===== src/hw/rtl/assert_macros.svh =====
// ----------------------------------------------------------------------------
// assertion macros
// concurrent assertion wrappers, empty when synthesizing
// ----------------------------------------------------------------------------
`ifndef ASSERT_MACROS_SVH
`define ASSERT_MACROS_SVH
`ifndef SYNTHESIS
`define SAC_ASSERT(lbl, clk, rst_n, prop, msg) \
    lbl: assert property (@(posedge clk) disable iff (!(rst_n)) (prop)) else $error(msg);
`define SAC_ASSERT_NR(lbl, clk, prop, msg) \
    lbl: assert property (@(posedge clk) (prop)) else $error(msg);
`else
`define SAC_ASSERT(lbl, clk, rst_n, prop, msg)
`define SAC_ASSERT_NR(lbl, clk, prop, msg)
`endif
`endif


===== src/hw/rtl/sac_pkg.sv =====
// ----------------------------------------------------------------------------
// sac_pkg
// shared types, constants and helpers of the cache tag directory
// ----------------------------------------------------------------------------
`timescale 1ns / 1ps
`default_nettype none

package sac_pkg;

    localparam int DEF_SETS      = 64;
    localparam int DEF_WAYS      = 8;
    localparam int DEF_ADDR_BITS = 48;

    localparam int STAMP_W   = 48;
    localparam int CNT_W     = 32;
    localparam int OUT_WAY_W = 3;

    localparam int CFG_IDX_W  = 2;
    localparam int CFG_DATA_W = 5;

    localparam logic [CFG_IDX_W-1:0] CFG_POLICY   = 2'd0;
    localparam logic [CFG_IDX_W-1:0] CFG_OFFSET   = 2'd1;
    localparam logic [CFG_IDX_W-1:0] CFG_SET_BITS = 2'd2;
    localparam logic [CFG_IDX_W-1:0] CFG_WAYS     = 2'd3;

    localparam logic [4:0] RST_OFFSET   = 5'd6;
    localparam logic [2:0] RST_SET_BITS = 3'd6;
    localparam logic [3:0] RST_WAYS     = 4'd8;

    typedef logic [STAMP_W-1:0] t_stamp;
    typedef logic [CNT_W-1:0]   t_count;

    // effective configuration, already clamped
    typedef struct packed {
        logic       policy_lru;
        logic [4:0] offset_bits;
        logic [2:0] set_bits;
        logic [3:0] ways;
    } t_cfg;

    typedef struct packed {
        logic hit;
        logic advance;
    } t_lk_res;

    function automatic t_count sat_inc(input t_count v);
        return (v == '1) ? v : v + CNT_W'(1);
    endfunction

endpackage

`default_nettype wire


===== src/hw/rtl/sac_cfg.sv =====
// ----------------------------------------------------------------------------
// sac_cfg
// configuration registers, clamping and address split into set and tag
// ----------------------------------------------------------------------------
`timescale 1ns / 1ps
`default_nettype none

module sac_cfg import sac_pkg::*; #(
    parameter int SETS      = DEF_SETS,
    parameter int WAYS      = DEF_WAYS,
    parameter int ADDR_BITS = DEF_ADDR_BITS
) (
    input  logic                  i_clk,
    input  logic                  i_rst_n,
    input  logic                  i_cfg_we,
    input  logic [CFG_IDX_W-1:0]  i_cfg_idx,
    input  logic [CFG_DATA_W-1:0] i_cfg_wdata,
    input  logic [ADDR_BITS-1:0]  i_addr,
    output t_cfg                  o_cfg,
    output logic [((SETS > 1) ? $clog2(SETS) : 1)-1:0] o_set,
    output logic [ADDR_BITS-1:0]  o_tag
);

    localparam int SET_W     = (SETS > 1) ? $clog2(SETS) : 1;
    localparam int LOG2_SETS = $clog2(SETS + 1) - 1;

    logic       r_policy_lru;
    logic [4:0] r_offset_bits;
    logic [2:0] r_set_bits;
    logic [3:0] r_ways;

    logic [ADDR_BITS-1:0] shifted;

    always_ff @(posedge i_clk) begin
        if (!i_rst_n) begin
            r_policy_lru  <= 1'b0;
            r_offset_bits <= RST_OFFSET;
            r_set_bits    <= RST_SET_BITS;
            r_ways        <= RST_WAYS;
        end else if (i_cfg_we) begin
            unique case (i_cfg_idx)
                CFG_POLICY:   r_policy_lru  <= i_cfg_wdata[0];
                CFG_OFFSET:   r_offset_bits <= i_cfg_wdata[4:0];
                CFG_SET_BITS: r_set_bits    <= i_cfg_wdata[2:0];
                CFG_WAYS:     r_ways        <= i_cfg_wdata[3:0];
            endcase
        end
    end

    always_comb begin
        o_cfg.policy_lru  = r_policy_lru;
        o_cfg.offset_bits = r_offset_bits;
        o_cfg.set_bits    = (int'(r_set_bits) > LOG2_SETS) ? 3'(LOG2_SETS) : r_set_bits;
        if (r_ways == 4'd0) begin
            o_cfg.ways = 4'd1;
        end else if (int'(r_ways) > WAYS) begin
            o_cfg.ways = 4'(WAYS);
        end else begin
            o_cfg.ways = r_ways;
        end
    end

    assign shifted = i_addr >> o_cfg.offset_bits;
    assign o_set   = shifted[SET_W-1:0] & ~({SET_W{1'b1}} << o_cfg.set_bits);
    assign o_tag   = shifted >> o_cfg.set_bits;

endmodule

`default_nettype wire


===== config.mk =====
export PLATFORM = sky130hd
export DESIGN_NAME = sac_cfg
export DESIGN_NICKNAME = d
export VERILOG_FILES = /design/src/hw/rtl/assert_macros.svh /design/src/hw/rtl/sac_pkg.sv /design/src/hw/rtl/sac_cfg.sv
export SDC_FILE = /design/constraint.sdc
export NUM_CORES = 1
export LEC_CHECK = 0
export BUFFER_PORTS_ARGS = -buffer_cell sky130_fd_sc_hd__clkbuf_2
export CELL_PAD_IN_SITES_DETAIL_PLACEMENT = 0
export CELL_PAD_IN_SITES_GLOBAL_PLACEMENT = 1
export CORE_ASPECT_RATIO = 1.5
export CORE_MARGIN = 2
export CORE_UTILIZATION = 30
export CTS_CLUSTER_SIZE = 10
export DETAILED_ROUTE_END_ITERATION = 10
export GPL_TIMING_DRIVEN = 1
export PLACE_DENSITY = 0.63
export SLEW_MARGIN = 30
export SYNTH_ARGS = -nofsm -noshare
export SYNTH_HDL_FRONTEND = slang
export SYNTH_SLANG_ARGS = --single-unit

===== constraint.sdc =====
create_clock -name i_clk -period 8.1 [get_ports i_clk]
set_clock_uncertainty 0.15 [all_clocks]
set_input_delay 0.81 -clock i_clk [delete_from_list [all_inputs] [get_ports i_clk]]
set_output_delay 0.81 -clock i_clk [all_outputs]
set_load 0.05 [all_outputs]

==> impl_metrics.sql <==
INSERT INTO impl_metrics (metric_group, metric, value, unit) VALUES
('yosys', 'yosys_most_used_dff', 'sky130_fd_sc_hd__dfxtp_1', ''),
('cts', 'tritoncts.num_buffers', '3', ''),
('sta', 'number_of_pins_exceeding_their_max_slew_limit_in_the_final_report', '0', ''),
('grt', 'number_of_antenna_violations_at_the_first_check_in_global_routing', '0', ''),
('setup_path', 'rr_endpoint', 'r_set_bits[2]', ''),
('floorplan', 'core_area', '19010', 'µm²'),
('cells_and_area', 'n_antenna_cell', '0', ''),
('cells_and_area', 'finalInstanceArea', '6535', 'µm²'),
('detailed_routing', 'drt-pass1-iter-count', '7', ''),
('sta', 'fin_hold_ws', '0.3698', 'ns'),
('setup_path', 'worstSetupPathType', 'reg -> out', ''),
('setup_path', 'r2r_setup_slack', '6.45', 'ns'),
('floorplan', 'dieArea', '20330', 'µm²'),
('place', 'placement.setup.worst_slack', '3.250', 'ns'),
('place', 'port_buffers', '124', ''),
('yosys', 'ys_top_cells_by_count', 'sky130_fd_sc_hd__mux2i_1 (91), sky130_fd_sc_hd__mux4_2 (65), sky130_fd_sc_hd__nor2_1 (61)', ''),
('grt', 'grt_pass1_wl', '34360', 'µm'),
('cts', 'root_buffer', 'sky130_fd_sc_hd__clkbuf_16', ''),
('yosys', 'yosysSeqAreaShare', '4.522', '%'),
('setup_path', 'critPathCaptureType', 'output port', ''),
('grt', 'grt_max_degree', '54', ''),
('detailed_routing', 'final_antenna_net_count', '0', ''),
('yosys', 'post_synthesis_cell_type_with_the_largest_combined_area', 'sky130_fd_sc_hd__mux4_2', ''),
('place', 'routabilityCongestion', '0.8882', ''),
('cells_and_area', 'final_core_utilization', '34.38', '%'),
('yosys', 'synth_area_leaders', 'sky130_fd_sc_hd__mux4_2 (25%), sky130_fd_sc_hd__mux2i_1 (16%), sky130_fd_sc_hd__mux2_2 (7.4%), sky130_fd_sc_hd__dfxtp_1 (4.5%), sky130_fd_sc_hd__nor2_1 (4.0%)', ''),
('sta', 'worstMarginPinSlew', '0.7287', 'ns'),
('cts', 'clock_latency_on_the_worst_skew_pair', '0.24', 'ns'),
('floorplan', 'rows', '62', ''),
('floorplan', 'io_pins', '125', ''),
('yosys', 'yosys.cell_count.top_type', 'sky130_fd_sc_hd__mux2i_1', ''),
('floorplan', 'die_w', '117.1', 'µm'),
('floorplan', 'effective_utilization_at_floorplan', '30.28', '%'),
('cells_and_area', 'fillCellCount', '2030', ''),
('cells_and_area', 'finish.net_count', '814', ''),
('place', 'placed_cell_count', '1007', ''),
('place', 'detailed_place_hpwl', '17340', 'µm'),
('yosys', 'ys_types', '56', ''),
('detailed_routing', 'drc_errors', '0', ''),
('power_and_ir_drop', 'p_per_area', '107.1', 'nW/µm²'),
('detailed_routing', 'route.detailed.vias_per_inst', '6.065', ''),
('yosys', 'synth-edff-count', '0', ''),
('cts', 'tritoncts', 'done', ''),
('sta', 'max_slew_margin', '51.32', '%'),
('yosys', 'gate_count_of_the_mapped_netlist', '691', ''),
('sta', 'fin_crit', '5.079', 'ns'),
('detailed_routing', 'number_of_violations_reported_at_the_end_of_detailed_routing_iteration_0', '526', ''),
('setup_path', 'cp_data_required_time', '7.14', 'ns'),
('grt', 'first_global_vias', '5878', ''),
('yosys', 'synth-seq-cells', '13', ''),
('sta', 'fmaxAchievable', '196.9', 'MHz'),
('status', 'status', 'complete, no violations', ''),
('setup_path', 'critical_path_arrival', '4.12', 'ns'),
('yosys', 'synth_top_cell_area_share', '25.43', '%'),
('cts', 'cts-hold-fix-buffers', '0', ''),
('setup_path', 'critical_path.endpoint', 'o_tag[16]', ''),
('sta', 'rsz_0062_raised_after_global_routing', 'false', ''),
('flow_run', 'max_cap_violations', '0', ''),
('setup_path', 'startpoint', 'r_offset_bits[1]', ''),
('floorplan', 'fp.dieH', '173.6', 'µm'),
('power_and_ir_drop', 'power', '699.8', 'µW'),
('setup_path', 'reg2reg_from', 'r_set_bits[2]', ''),
('cts', 'clock_sinks', '13', ''),
('setup_path', 'timing.reg2reg.worst_path_depth', '6', ''),
('sta', 'final_critical_path_setup_slack', '3.021', 'ns'),
('detailed_routing', 'post_drt_wl_per_cell', '21.69', 'µm'),
('power_and_ir_drop', 'highest_ir_drop_seen_on_vdd', '0.05572', 'mV'),
('sta', 'sum_neg_setup_slack', '0', 'ns'),
('cells_and_area', 'finalNonFillerCells', '1011', ''),
('power_and_ir_drop', 'p_leak', '2.696', 'nW'),
('setup_path', 'worst_setup_path_start_kind', 'flop', '');
==> worst min path at each step <==
stage	slack, ns	cells after the start	endpoint	from
floorplan	0.33	2	r_policy_lru	r_policy_lru
global placement	0.35	2	r_policy_lru	r_policy_lru
detailed placement	0.36	2	r_ways[0]	r_ways[0]
CTS	0.38	2	r_ways[0]	r_ways[0]
global route	0.41	2	r_ways[0]	r_ways[0]
finish	0.37	2	r_ways[0]	r_ways[0]
==> power by group <==
part	switching (mW)	leakage [nW]	total, mW	internal [mW]
clock network	0.0283	0.0382	0.0949	0.0665
registers	0.00685	0.107	0.0731	0.0663
logic	0.353	2.55	0.532	0.179
total	0.388	2.70	0.700	0.312
==> registers in the layout, summed over array words and instances, names as in the netlist <==
| signal | flops |
|---|---|
| r_offset_bits | 5 |
| r_policy_lru | 1 |
| r_ways | 4 |
| r_set_bits | 3 |
==> critical path, stage by stage, from the launching register on <==
cell,delay [ns]
sky130_fd_sc_hd__dfxtp_4,0.67
sky130_fd_sc_hd__buf_4,0.65
sky130_fd_sc_hd__mux4_2,0.59
sky130_fd_sc_hd__mux2_2,0.32
sky130_fd_sc_hd__mux4_2,0.52
sky130_fd_sc_hd__mux4_2,0.49
sky130_fd_sc_hd__a222oi_1,0.26
sky130_fd_sc_hd__inv_1,0.08
sky130_fd_sc_hd__clkbuf_2,0.24
==> cells by family (layout without fill, tap and decap cells) <==
| logic type | Yosys count | count (layout) | share of synthesized area [%] |
|---|---|---|---|
| AND/OR/NAND/NOR | 192 | 192 | 15.37 |
| flip-flops | 13 | 13 | 4.522 |
| multiplexers | 194 | 194 | 48.70 |
| AO/OA/AOI/OAI | 201 | 201 | 24.39 |
| buffers and inverters | 91 | 155 | 7.022 |
==> final cells by class <==
cell class	instances	area, µm²	share of cell area, %
clock buffer	4	78.83	1.206
timing repair buffer	137	718.2	10.99
sequential	13	269.0	4.116
multi-input combinational	587	5096	77.98
inverter	14	52.55	0.8041
tap	256	320.3	4.901
==> cells in the final DEF (no fill, tap or decap), types with 6 or more instances in the layout <==
cell type | synthesis | final
sky130_fd_sc_hd__a21oi_1 | 37 | 37
sky130_fd_sc_hd__o221ai_1 | 6 | 6
sky130_fd_sc_hd__and2_1 | 7 | 7
sky130_fd_sc_hd__a22oi_1 | 20 | 20
sky130_fd_sc_hd__inv_1 | 12 | 10
sky130_fd_sc_hd__o211ai_1 | 8 | 8
sky130_fd_sc_hd__nand2_1 | 55 | 55
sky130_fd_sc_hd__mux2i_1 | 91 | 91
sky130_fd_sc_hd__nor2b_1 | 19 | 19
sky130_fd_sc_hd__dfxtp_1 | 13 | 8
sky130_fd_sc_hd__nand2b_1 | 8 | 8
sky130_fd_sc_hd__a2bb2oi_1 | 6 | 6
sky130_fd_sc_hd__o21ai_0 | 31 | 31
sky130_fd_sc_hd__a22o_1 | 6 | 6
sky130_fd_sc_hd__buf_4 | 8 | 13
sky130_fd_sc_hd__o22ai_1 | 12 | 12
sky130_fd_sc_hd__nor2_1 | 61 | 61
sky130_fd_sc_hd__mux2_2 | 38 | 38
sky130_fd_sc_hd__nor3_1 | 12 | 12
sky130_fd_sc_hd__mux4_2 | 65 | 65
sky130_fd_sc_hd__o22a_1 | 6 | 6
sky130_fd_sc_hd__nand3_1 | 13 | 13
sky130_fd_sc_hd__clkbuf_2 | 0 | 124
sky130_fd_sc_hd__a221oi_1 | 10 | 10
sky130_fd_sc_hd__o21a_1 | 8 | 8
==> metal layers <==
layer / GRT usage (%) / vias to the layer above / share of wire, %
li1: - / 2853 / -
met4: 5.294 / 0 / 2.6
met2: 34.73 / 250 / 49
met3: 1.678 / 37 / 5.5
met5: 0 / - / 0
met1: 29.98 / 2992 / 43
Power figures use the tool's default switching activity.
