**src/hw/rtl/assert_macros.svh**
```systemverilog
// ----------------------------------------------------------------------------
// assertion macros
// concurrent assertion wrappers, empty when synthesizing
// ----------------------------------------------------------------------------
`ifndef ASSERT_MACROS_SVH
`define ASSERT_MACROS_SVH
`ifndef SYNTHESIS
`define SAC_ASSERT(lbl, clk, rst_n, prop, msg) \
    lbl: assert property (@(posedge clk) disable iff (!(rst_n)) (prop)) else $error(msg);
`define SAC_ASSERT_NR(lbl, clk, prop, msg) \
    lbl: assert property (@(posedge clk) (prop)) else $error(msg);
`else
`define SAC_ASSERT(lbl, clk, rst_n, prop, msg)
`define SAC_ASSERT_NR(lbl, clk, prop, msg)
`endif
`endif

```
**src/hw/rtl/sac_pkg.sv**
```systemverilog
// ----------------------------------------------------------------------------
// sac_pkg
// shared types, constants and helpers of the cache tag directory
// ----------------------------------------------------------------------------
`timescale 1ns / 1ps
`default_nettype none

package sac_pkg;

    localparam int DEF_SETS      = 64;
    localparam int DEF_WAYS      = 8;
    localparam int DEF_ADDR_BITS = 48;

    localparam int STAMP_W   = 48;
    localparam int CNT_W     = 32;
    localparam int OUT_WAY_W = 3;

    localparam int CFG_IDX_W  = 2;
    localparam int CFG_DATA_W = 5;

    localparam logic [CFG_IDX_W-1:0] CFG_POLICY   = 2'd0;
    localparam logic [CFG_IDX_W-1:0] CFG_OFFSET   = 2'd1;
    localparam logic [CFG_IDX_W-1:0] CFG_SET_BITS = 2'd2;
    localparam logic [CFG_IDX_W-1:0] CFG_WAYS     = 2'd3;

    localparam logic [4:0] RST_OFFSET   = 5'd6;
    localparam logic [2:0] RST_SET_BITS = 3'd6;
    localparam logic [3:0] RST_WAYS     = 4'd8;

    typedef logic [STAMP_W-1:0] t_stamp;
    typedef logic [CNT_W-1:0]   t_count;

    // effective configuration, already clamped
    typedef struct packed {
        logic       policy_lru;
        logic [4:0] offset_bits;
        logic [2:0] set_bits;
        logic [3:0] ways;
    } t_cfg;

    typedef struct packed {
        logic hit;
        logic advance;
    } t_lk_res;

    function automatic t_count sat_inc(input t_count v);
        return (v == '1) ? v : v + CNT_W'(1);
    endfunction

endpackage

`default_nettype wire

```
**src/hw/rtl/sac_tag_ram.sv**
```systemverilog
// ----------------------------------------------------------------------------
// sac_tag_ram
// one row per set holding valid, tag and stamp of every way; clears after reset
// ----------------------------------------------------------------------------
`timescale 1ns / 1ps
`default_nettype none

module sac_tag_ram import sac_pkg::*; #(
    parameter int SETS  = DEF_SETS,
    parameter int ROW_W = 8
) (
    input  logic                  i_clk,
    input  logic                  i_rst_n,
    input  logic                  i_rd_en,
    input  logic [((SETS > 1) ? $clog2(SETS) : 1)-1:0] i_rd_addr,
    output logic [ROW_W-1:0]      o_rd_data,
    input  logic                  i_wr_en,
    input  logic [((SETS > 1) ? $clog2(SETS) : 1)-1:0] i_wr_addr,
    input  logic [ROW_W-1:0]      i_wr_data,
    output logic                  o_clr_busy
);

    localparam int SET_W = (SETS > 1) ? $clog2(SETS) : 1;

    logic [ROW_W-1:0] mem [SETS];

    logic             r_clr_busy;
    logic [SET_W-1:0] r_clr_idx;
    logic             we;
    logic [SET_W-1:0] waddr;
    logic [ROW_W-1:0] wdata;

    // clear sweep, one row per cycle
    always_ff @(posedge i_clk) begin
        if (!i_rst_n) begin
            r_clr_busy <= 1'b1;
            r_clr_idx  <= '0;
        end else if (r_clr_busy) begin
            if (r_clr_idx == SET_W'(SETS - 1)) begin
                r_clr_busy <= 1'b0;
            end else begin
                r_clr_idx <= r_clr_idx + SET_W'(1);
            end
        end
    end

    assign we    = r_clr_busy || i_wr_en;
    assign waddr = r_clr_busy ? r_clr_idx : i_wr_addr;
    assign wdata = r_clr_busy ? '0 : i_wr_data;

    always_ff @(posedge i_clk) begin
        if (we) begin
            mem[waddr] <= wdata;
        end
    end

    always_ff @(posedge i_clk) begin
        if (i_rd_en) begin
            o_rd_data <= mem[i_rd_addr];
        end
    end

    assign o_clr_busy = r_clr_busy;

endmodule

`default_nettype wire

```
**config.mk**
```make
export PLATFORM = sky130hd
export DESIGN_NAME = sac_tag_ram
export DESIGN_NICKNAME = d
export VERILOG_FILES = /design/src/hw/rtl/assert_macros.svh /design/src/hw/rtl/sac_pkg.sv /design/src/hw/rtl/sac_tag_ram.sv
export SDC_FILE = /design/constraint.sdc
export NUM_CORES = 1
export LEC_CHECK = 0
export BUFFER_PORTS_ARGS = -buffer_cell sky130_fd_sc_hd__buf_2
export CAP_MARGIN = 30
export CORE_UTILIZATION = 32
export CTS_CLUSTER_SIZE = 14
export DETAILED_ROUTE_END_ITERATION = 6
export HOLD_SLACK_MARGIN = 0.12
export PLACE_DENSITY = 0.54
export SLEW_MARGIN = 30
export SYNTH_ARGS = -nofsm -noshare
export SYNTH_HDL_FRONTEND = slang
export SYNTH_SLANG_ARGS = --single-unit
```
**constraint.sdc**
```tcl
create_clock -name i_clk -period 2.85 [get_ports i_clk]
set_clock_uncertainty 0.05 [all_clocks]
set_input_delay 0.1425 -clock i_clk [delete_from_list [all_inputs] [get_ports i_clk]]
set_output_delay 0.1425 -clock i_clk [all_outputs]
set_load 0.01 [all_outputs]
```
==> results of run 1 <==
-- through the flow --
stage / TNS, ns / util / total power [W] / setup slack, ns
finish: 0 / 0.378 / 0.0155 / 0.228
global route: 0 / 0.378 / 0.0159 / 0.0716
CTS: 0 / 0.378 / 0.0157 / 0.193
detailed placement: 0 / 0.353 / 0.00938 / 0.198
global placement: 0 / 0.353 / 0.00938 / 0.182
floorplan: -155.32 / - / 0.00909 / -0.303
-- power breakdown --
part	switching [W]	leakage [nW]	internal [W]
sequential	0.0000220	4.89	0.00845
clock	0.00280	0.738	0.00349
combinational	0.000415	2.12	0.000330
-- worst max-delay path: cells and delay by family, from the launching register on --
family	cells	cell delay (ns)
compound gates	2	0.27
mux	2	1.13
buf+inv	1	0.56
flops	1	0.35
-- per-layer routing --
metal,share of wire,vias to the layer above,GRT usage,routed length (um)
met5,0,-,0,0
met4,0.025,0,0.0438,1210
met3,0.052,66,0.0302,2530
met2,0.48,283,0.241,23700
met1,0.44,5359,0.204,21500
li1,-,4364,-,-
-- area by class of cell --
class                   instances  area (sq um)
well taps                     846          1060
clock inverters                21           134
inverters                       7          26.3
repair buffers                120           926
fillers                      5761         39500
multi-input cells             404          4730
flip-flops and latches        527         15800
clock buffers                  70          1390
-- registers in the layout (all words and copies together), names as in the netlist --
signal and count:
mem 512, o_rd_data 8, r_clr_idx 6, o_clr_busy 1
-- synth_stat cells, drive strengths merged (2+ instances only) --
| library cell | instances |
|---|---|
| o21ai | 11 |
| clkbuf | 15 |
| dfxtp | 7 |
| nor2 | 76 |
| or2 | 2 |
| o22ai | 10 |
| nand3 | 7 |
| inv | 7 |
| nor3 | 2 |
| a211oi | 2 |
| a221oi | 10 |
| a31oi | 2 |
| nand4 | 4 |
| o31ai | 7 |
| and2 | 4 |
| o211ai | 5 |
| o221ai | 2 |
| mux2i | 26 |
| a22o | 4 |
| a221o | 3 |
| nand2b | 3 |
| edfxtp | 520 |
| a32oi | 3 |
| nand2 | 37 |
| a21oi | 4 |
| mux2 | 17 |
| mux4 | 128 |
| xnor2 | 2 |
| a22oi | 5 |
| buf | 34 |
| nor2b | 15 |
| a32o | 3 |
-- path summary, 6_finish.rpt --
kind                                                start                         to  slack, ns  cells past startpoint
worst min-delay path                         i_wr_addr[2]       mem[53][3]$_DFFE_PP_       0.18                      4
worst max register to register       mem[49][1]$_DFFE_PP_     o_rd_data[1]$_DFFE_PP_       0.23                      5
worst min register to register  r_clr_idx[4]$_SDFFE_PN0P_  r_clr_idx[4]$_SDFFE_PN0P_       0.53                      2
worst max-delay path                 mem[49][1]$_DFFE_PP_     o_rd_data[1]$_DFFE_PP_       0.23                      5
-- cell families after synthesis --
logic type      Yosys count
fa+ha+maj                 1
simple gates            152
buf+inv                  56
xor+xnor                  3
flops                   527
compound gates           77
mux                     171
-- what timing repair did --
action / CTS / global route
hold buffers: 6 / 0
hold endpoints to repair: 46 / 0
buffers inserted: 0 / 0
==> out/metrics.csv, run 1 <==
metric,value,unit
critPathRequiredTime,3.14,ns
final_cell_area,24000,sq um
layout.nets,1137,
critical-path-max-stage-delay,0.57,ns
p_leak,7.75,nW
yosysSeqAreaShare,0.760,
fmax,0.381,GHz
start_util,0.326,
numCtsBuffers,52,
h-tree-depth,2,
via_per_inst,5.05,
synthSimpleGateAreaFrac,0.0317,
ys_ff_latch,527,
whs,0.176,ns
cts_resized,0,
maxCapViolations,0,
place_area,22400,sq um
synth_top_family_by_area,multiplexers,
first_pass_iters,5,
tightest_slew,0.976,ns
worstPathCellList,mux4_1 > mux4_2 > o211ai_2 > o21ai_1 > dlygate4sd3_1,
dieArea,65800,sq um
hp-class,primary input to flop,
worstSetupStartpointType,flop,
clock_path_buffers,3,
synth_mux_area_frac,0.163,
root_buffer,clkbuf_16,
power.density,646,nW/um^2
yosysTopAreaCell,edfxtp_1,
portBuffers,32,
dp_cells,1898,
synth_compound_area_frac,0.0286,
syn_avg_cell_area,21.0,sq um
relSlewSlack,0.347,
antenna-diode-count,0,
synthAdderAreaFrac,0.000603,
drtAntennaViolNets,0,
grt_overflow,0,
grt_pass1_vias,10500,
layout_commonest_cell,edfxtp_1,
slowest_stage,mux4_2,
io_pins,33,
mostFrequentLayoutCells,"520 x edfxtp_1, 116 x mux4_2, 77 x buf_4",
cp_data_arrival_time,2.91,ns
drt-total-wl,49.0,mm
grt_first_pass_wirelength,71.9,mm
drc,0,
hpwl,30.5,mm
vias,10100,
rows,92,
grt_max_degree,65,
endpoint_kind,flop,
area_growth,15.8,%
cts_sinks,527,
finalCritPeriodShare,0.920,
syn-num-nets,1012,
synth_cell_types,49,
yosysWarnings,0,
layout.cells.non_filler,1995,
finalHoldViolations,0,
die_h,257,um
fp.dieW,257,um
drv_slew,0,
synthXorXnorAreaFrac,0.00127,
synth_top_area_share,0.753,
yosys_most_used_dff,edfxtp_1,
track_usage,0.150,
synth_area,20700,sq um
post_drt_wl_per_cell,24.6,um
tritoncts,built,
setup_viol,0,
cts.clk_slew.worst_paths,0.06,ns
drive_above_1_share,0.282,
finalCriticalPeriod,2.62,ns
synthTopCellsByArea,"edfxtp_1 75%, mux4_2 13%, mux4_1 1.5%",
crit_path_max_fanout,1,
drtIter0Drc,818,
grt_setup_unrepaired,false,
gp_congestion,0.806,
coreArea,63500,sq um
ys_async_sr_fraction,0,
status,finished clean,
worst_ir_drop_vdd,0.451,mV
antenna_found_initial,0,
synth_cells,987,
crit_type,flop to flop,
synth-edff-count,520,
clock_latency,0.60,ns
No activity file was read; power rests on OpenSTA's default activity.
==> run 2, diff against run 1 <==
Settings changed: CORE_MARGIN from default to 2.
==> run 2 against run 1 <==
Compared with the run above: global-route usage rose by 0.37 points; highest routed layer unchanged; largest power group unchanged; clock-buffer cell count is 2 lower; cell area grew 1.8%.
==> out/metrics.csv, run 2 (synthesis results as in run 1) <==
metric,value,unit
status,finished clean,
finalCritPeriodShare,0.933,
maxCapViolations,0,
rrSetupSlack,0.19,ns
mostFrequentLayoutCells,"520 x edfxtp_1, 116 x mux4_2, 99 x buf_4",
gp_congestion,0.777,
setup_slack,0.190,ns
fp.dieW,259,um
via_per_inst,5.06,
cp_data_arrival_time,2.83,ns
grt_pass1_vias,10700,
worstSetupStartpointType,flop,
drive_above_1_share,0.305,
portBuffers,32,
largest_register_ffs,512,
dp_cells,1931,
drt-total-wl,51.0,mm
grt_use_met2,0.248,
drc,0,
clock_latency,0.59,ns
grt_first_pass_wirelength,74.5,mm
area_growth,17.9,%
drv_slew,0,
numCtsBuffers,54,
fmax,0.376,GHz
setup_viol,0,
min-delay-start,i_wr_addr[2],
finalHoldViolations,0,
grtUsageMet3,0.0250,
utilization,0.381,
hold_depth,4,
dieArea,66900,sq um
post-place-ws,0.207,ns
regMostFlops,mem,
timing.rr.end,mem[14][1]$_DFFE_PP_,
n_fill_cell,5830,
reg2regPathDepth,5,
grt_overflow,0,
layout.nets,1166,
clock_path_buffers,3,
crit_path_max_fanout,10,
layout_commonest_cell,edfxtp_1,
grt_setup_unrepaired,false,
tightest_slew,0.962,ns
h-tree-depth,2,
cts_sinks,527,
use_met1,0.215,
hp-class,primary input to flop,
root_buffer,clkbuf_16,
first_pass_iters,5,
worstPathCellList,buf_4 > inv_1 > o21ai_0 > nand2_1 > nor2_1,
cts_setup_buffers,0,
relSlewSlack,0.357,
crit_type,flop to flop,
critical-path-max-stage-delay,0.73,ns
post_drt_wl_per_cell,25.0,um
fin_tns_setup,0,ns
endpoint_kind,flop,
coreArea,64200,sq um
hpwl,32.6,mm
vias,10300,
critPathRequiredTime,3.02,ns
finalCriticalPeriod,2.66,ns
min_to,mem[52][4]$_DFFE_PP_,
antenna-diode-count,0,
multiInputGateArea,4740,sq um
track_usage,0.153,
p_leak,7.97,nW
whs,0.163,ns
largestRegisters,"mem (512), o_rd_data (8), r_clr_idx (6)",
io_pins,33,
regArea,15800,sq um
cts.clk_slew.worst_paths,0.06,ns
antenna_found_initial,0,
slowest_stage,nor2_1,
grt_max_degree,65,
rows,93,
start_util,0.323,
drtIter0Drc,1077,
die_h,259,um
drtAntennaViolNets,0,
tritoncts,built,
power.density,657,nW/um^2
worst_ir_drop_vdd,0.488,mV
layout.cells.non_filler,2039,
top_usage_layer,met2,
worstReg2RegStart,o_clr_busy$_SDFF_PN1_,
==> run 2: changes by cell type in the layout (fill, tap and decap cells not counted), moves of 2 or more <==
cell	delta
clkbuf_1	-3
dlygate4sd3_1	+3
clkinv_2	+5
nor2_2	+3
buf_12	+2
buf_4	+22
nor2_1	-3
bufinv_16	+4
==> run 2: final cells by class <==
| type | count | area share |
|---|---|---|
| clock buffers | 68 | 0.0574 |
| multi-input cells | 404 | 0.194 |
| clock inverters | 31 | 0.0119 |
| repair buffers | 147 | 0.0475 |
| well taps | 855 | 0.0438 |
| flip-flops and latches | 527 | 0.645 |
| inverters | 7 | 0.00107 |
==> run 2: worst max path at each step <==
stage                           endpoint                  start  cells after the start  slack [ns]
CTS                 mem[42][4]$_DFFE_PP_  o_clr_busy$_SDFF_PN1_                      5        0.19
global placement    mem[42][3]$_DFFE_PP_  o_clr_busy$_SDFF_PN1_                      5        0.27
global route        mem[26][5]$_DFFE_PP_  o_clr_busy$_SDFF_PN1_                      6      0.0002
floorplan            mem[0][0]$_DFFE_PP_  o_clr_busy$_SDFF_PN1_                      4       -0.30
finish              mem[14][1]$_DFFE_PP_  o_clr_busy$_SDFF_PN1_                      5        0.19
detailed placement  mem[42][4]$_DFFE_PP_  o_clr_busy$_SDFF_PN1_                      5        0.21
==> run 2: where the power goes <==
part	switching (W)	internal, W	leakage [nW]
clock	0.00289	0.00393	0.827
sequential	0.0000254	0.00845	4.89
combinational	0.000424	0.000347	2.26
==> run 2: timing repair <==
action	4_1_cts	5_1_grt
hold buffers	9	0
resized for setup	0	0
hold endpoints to repair	102	0
==> run 2: per-layer routing <==
layer	up-vias	routed length, um
met4	0	1110
met5	-	0
met3	69	2550
met2	290	24400
li1	4433	-
met1	5518	23000
==> run 2: per-stage QoR <==
step / power (W) / instance area [sq um]
2_1_floorplan: 0.00909 / 20700
3_3_place_gp: 0.00940 / 22700
3_5_place_dp: 0.00940 / 22700
4_1_cts: 0.0162 / 24400
5_1_grt: 0.0165 / 24400
6_report: 0.0161 / 24400
==> run 2: critical path: cells and delay by family (launching register included) <==
family / cells / cell delay [ns]
AO/OA/AOI/OAI: 1 / 0.60
buffers and inverters: 2 / 0.27
flip-flops: 1 / 0.32
AND/OR/NAND/NOR: 2 / 1.04
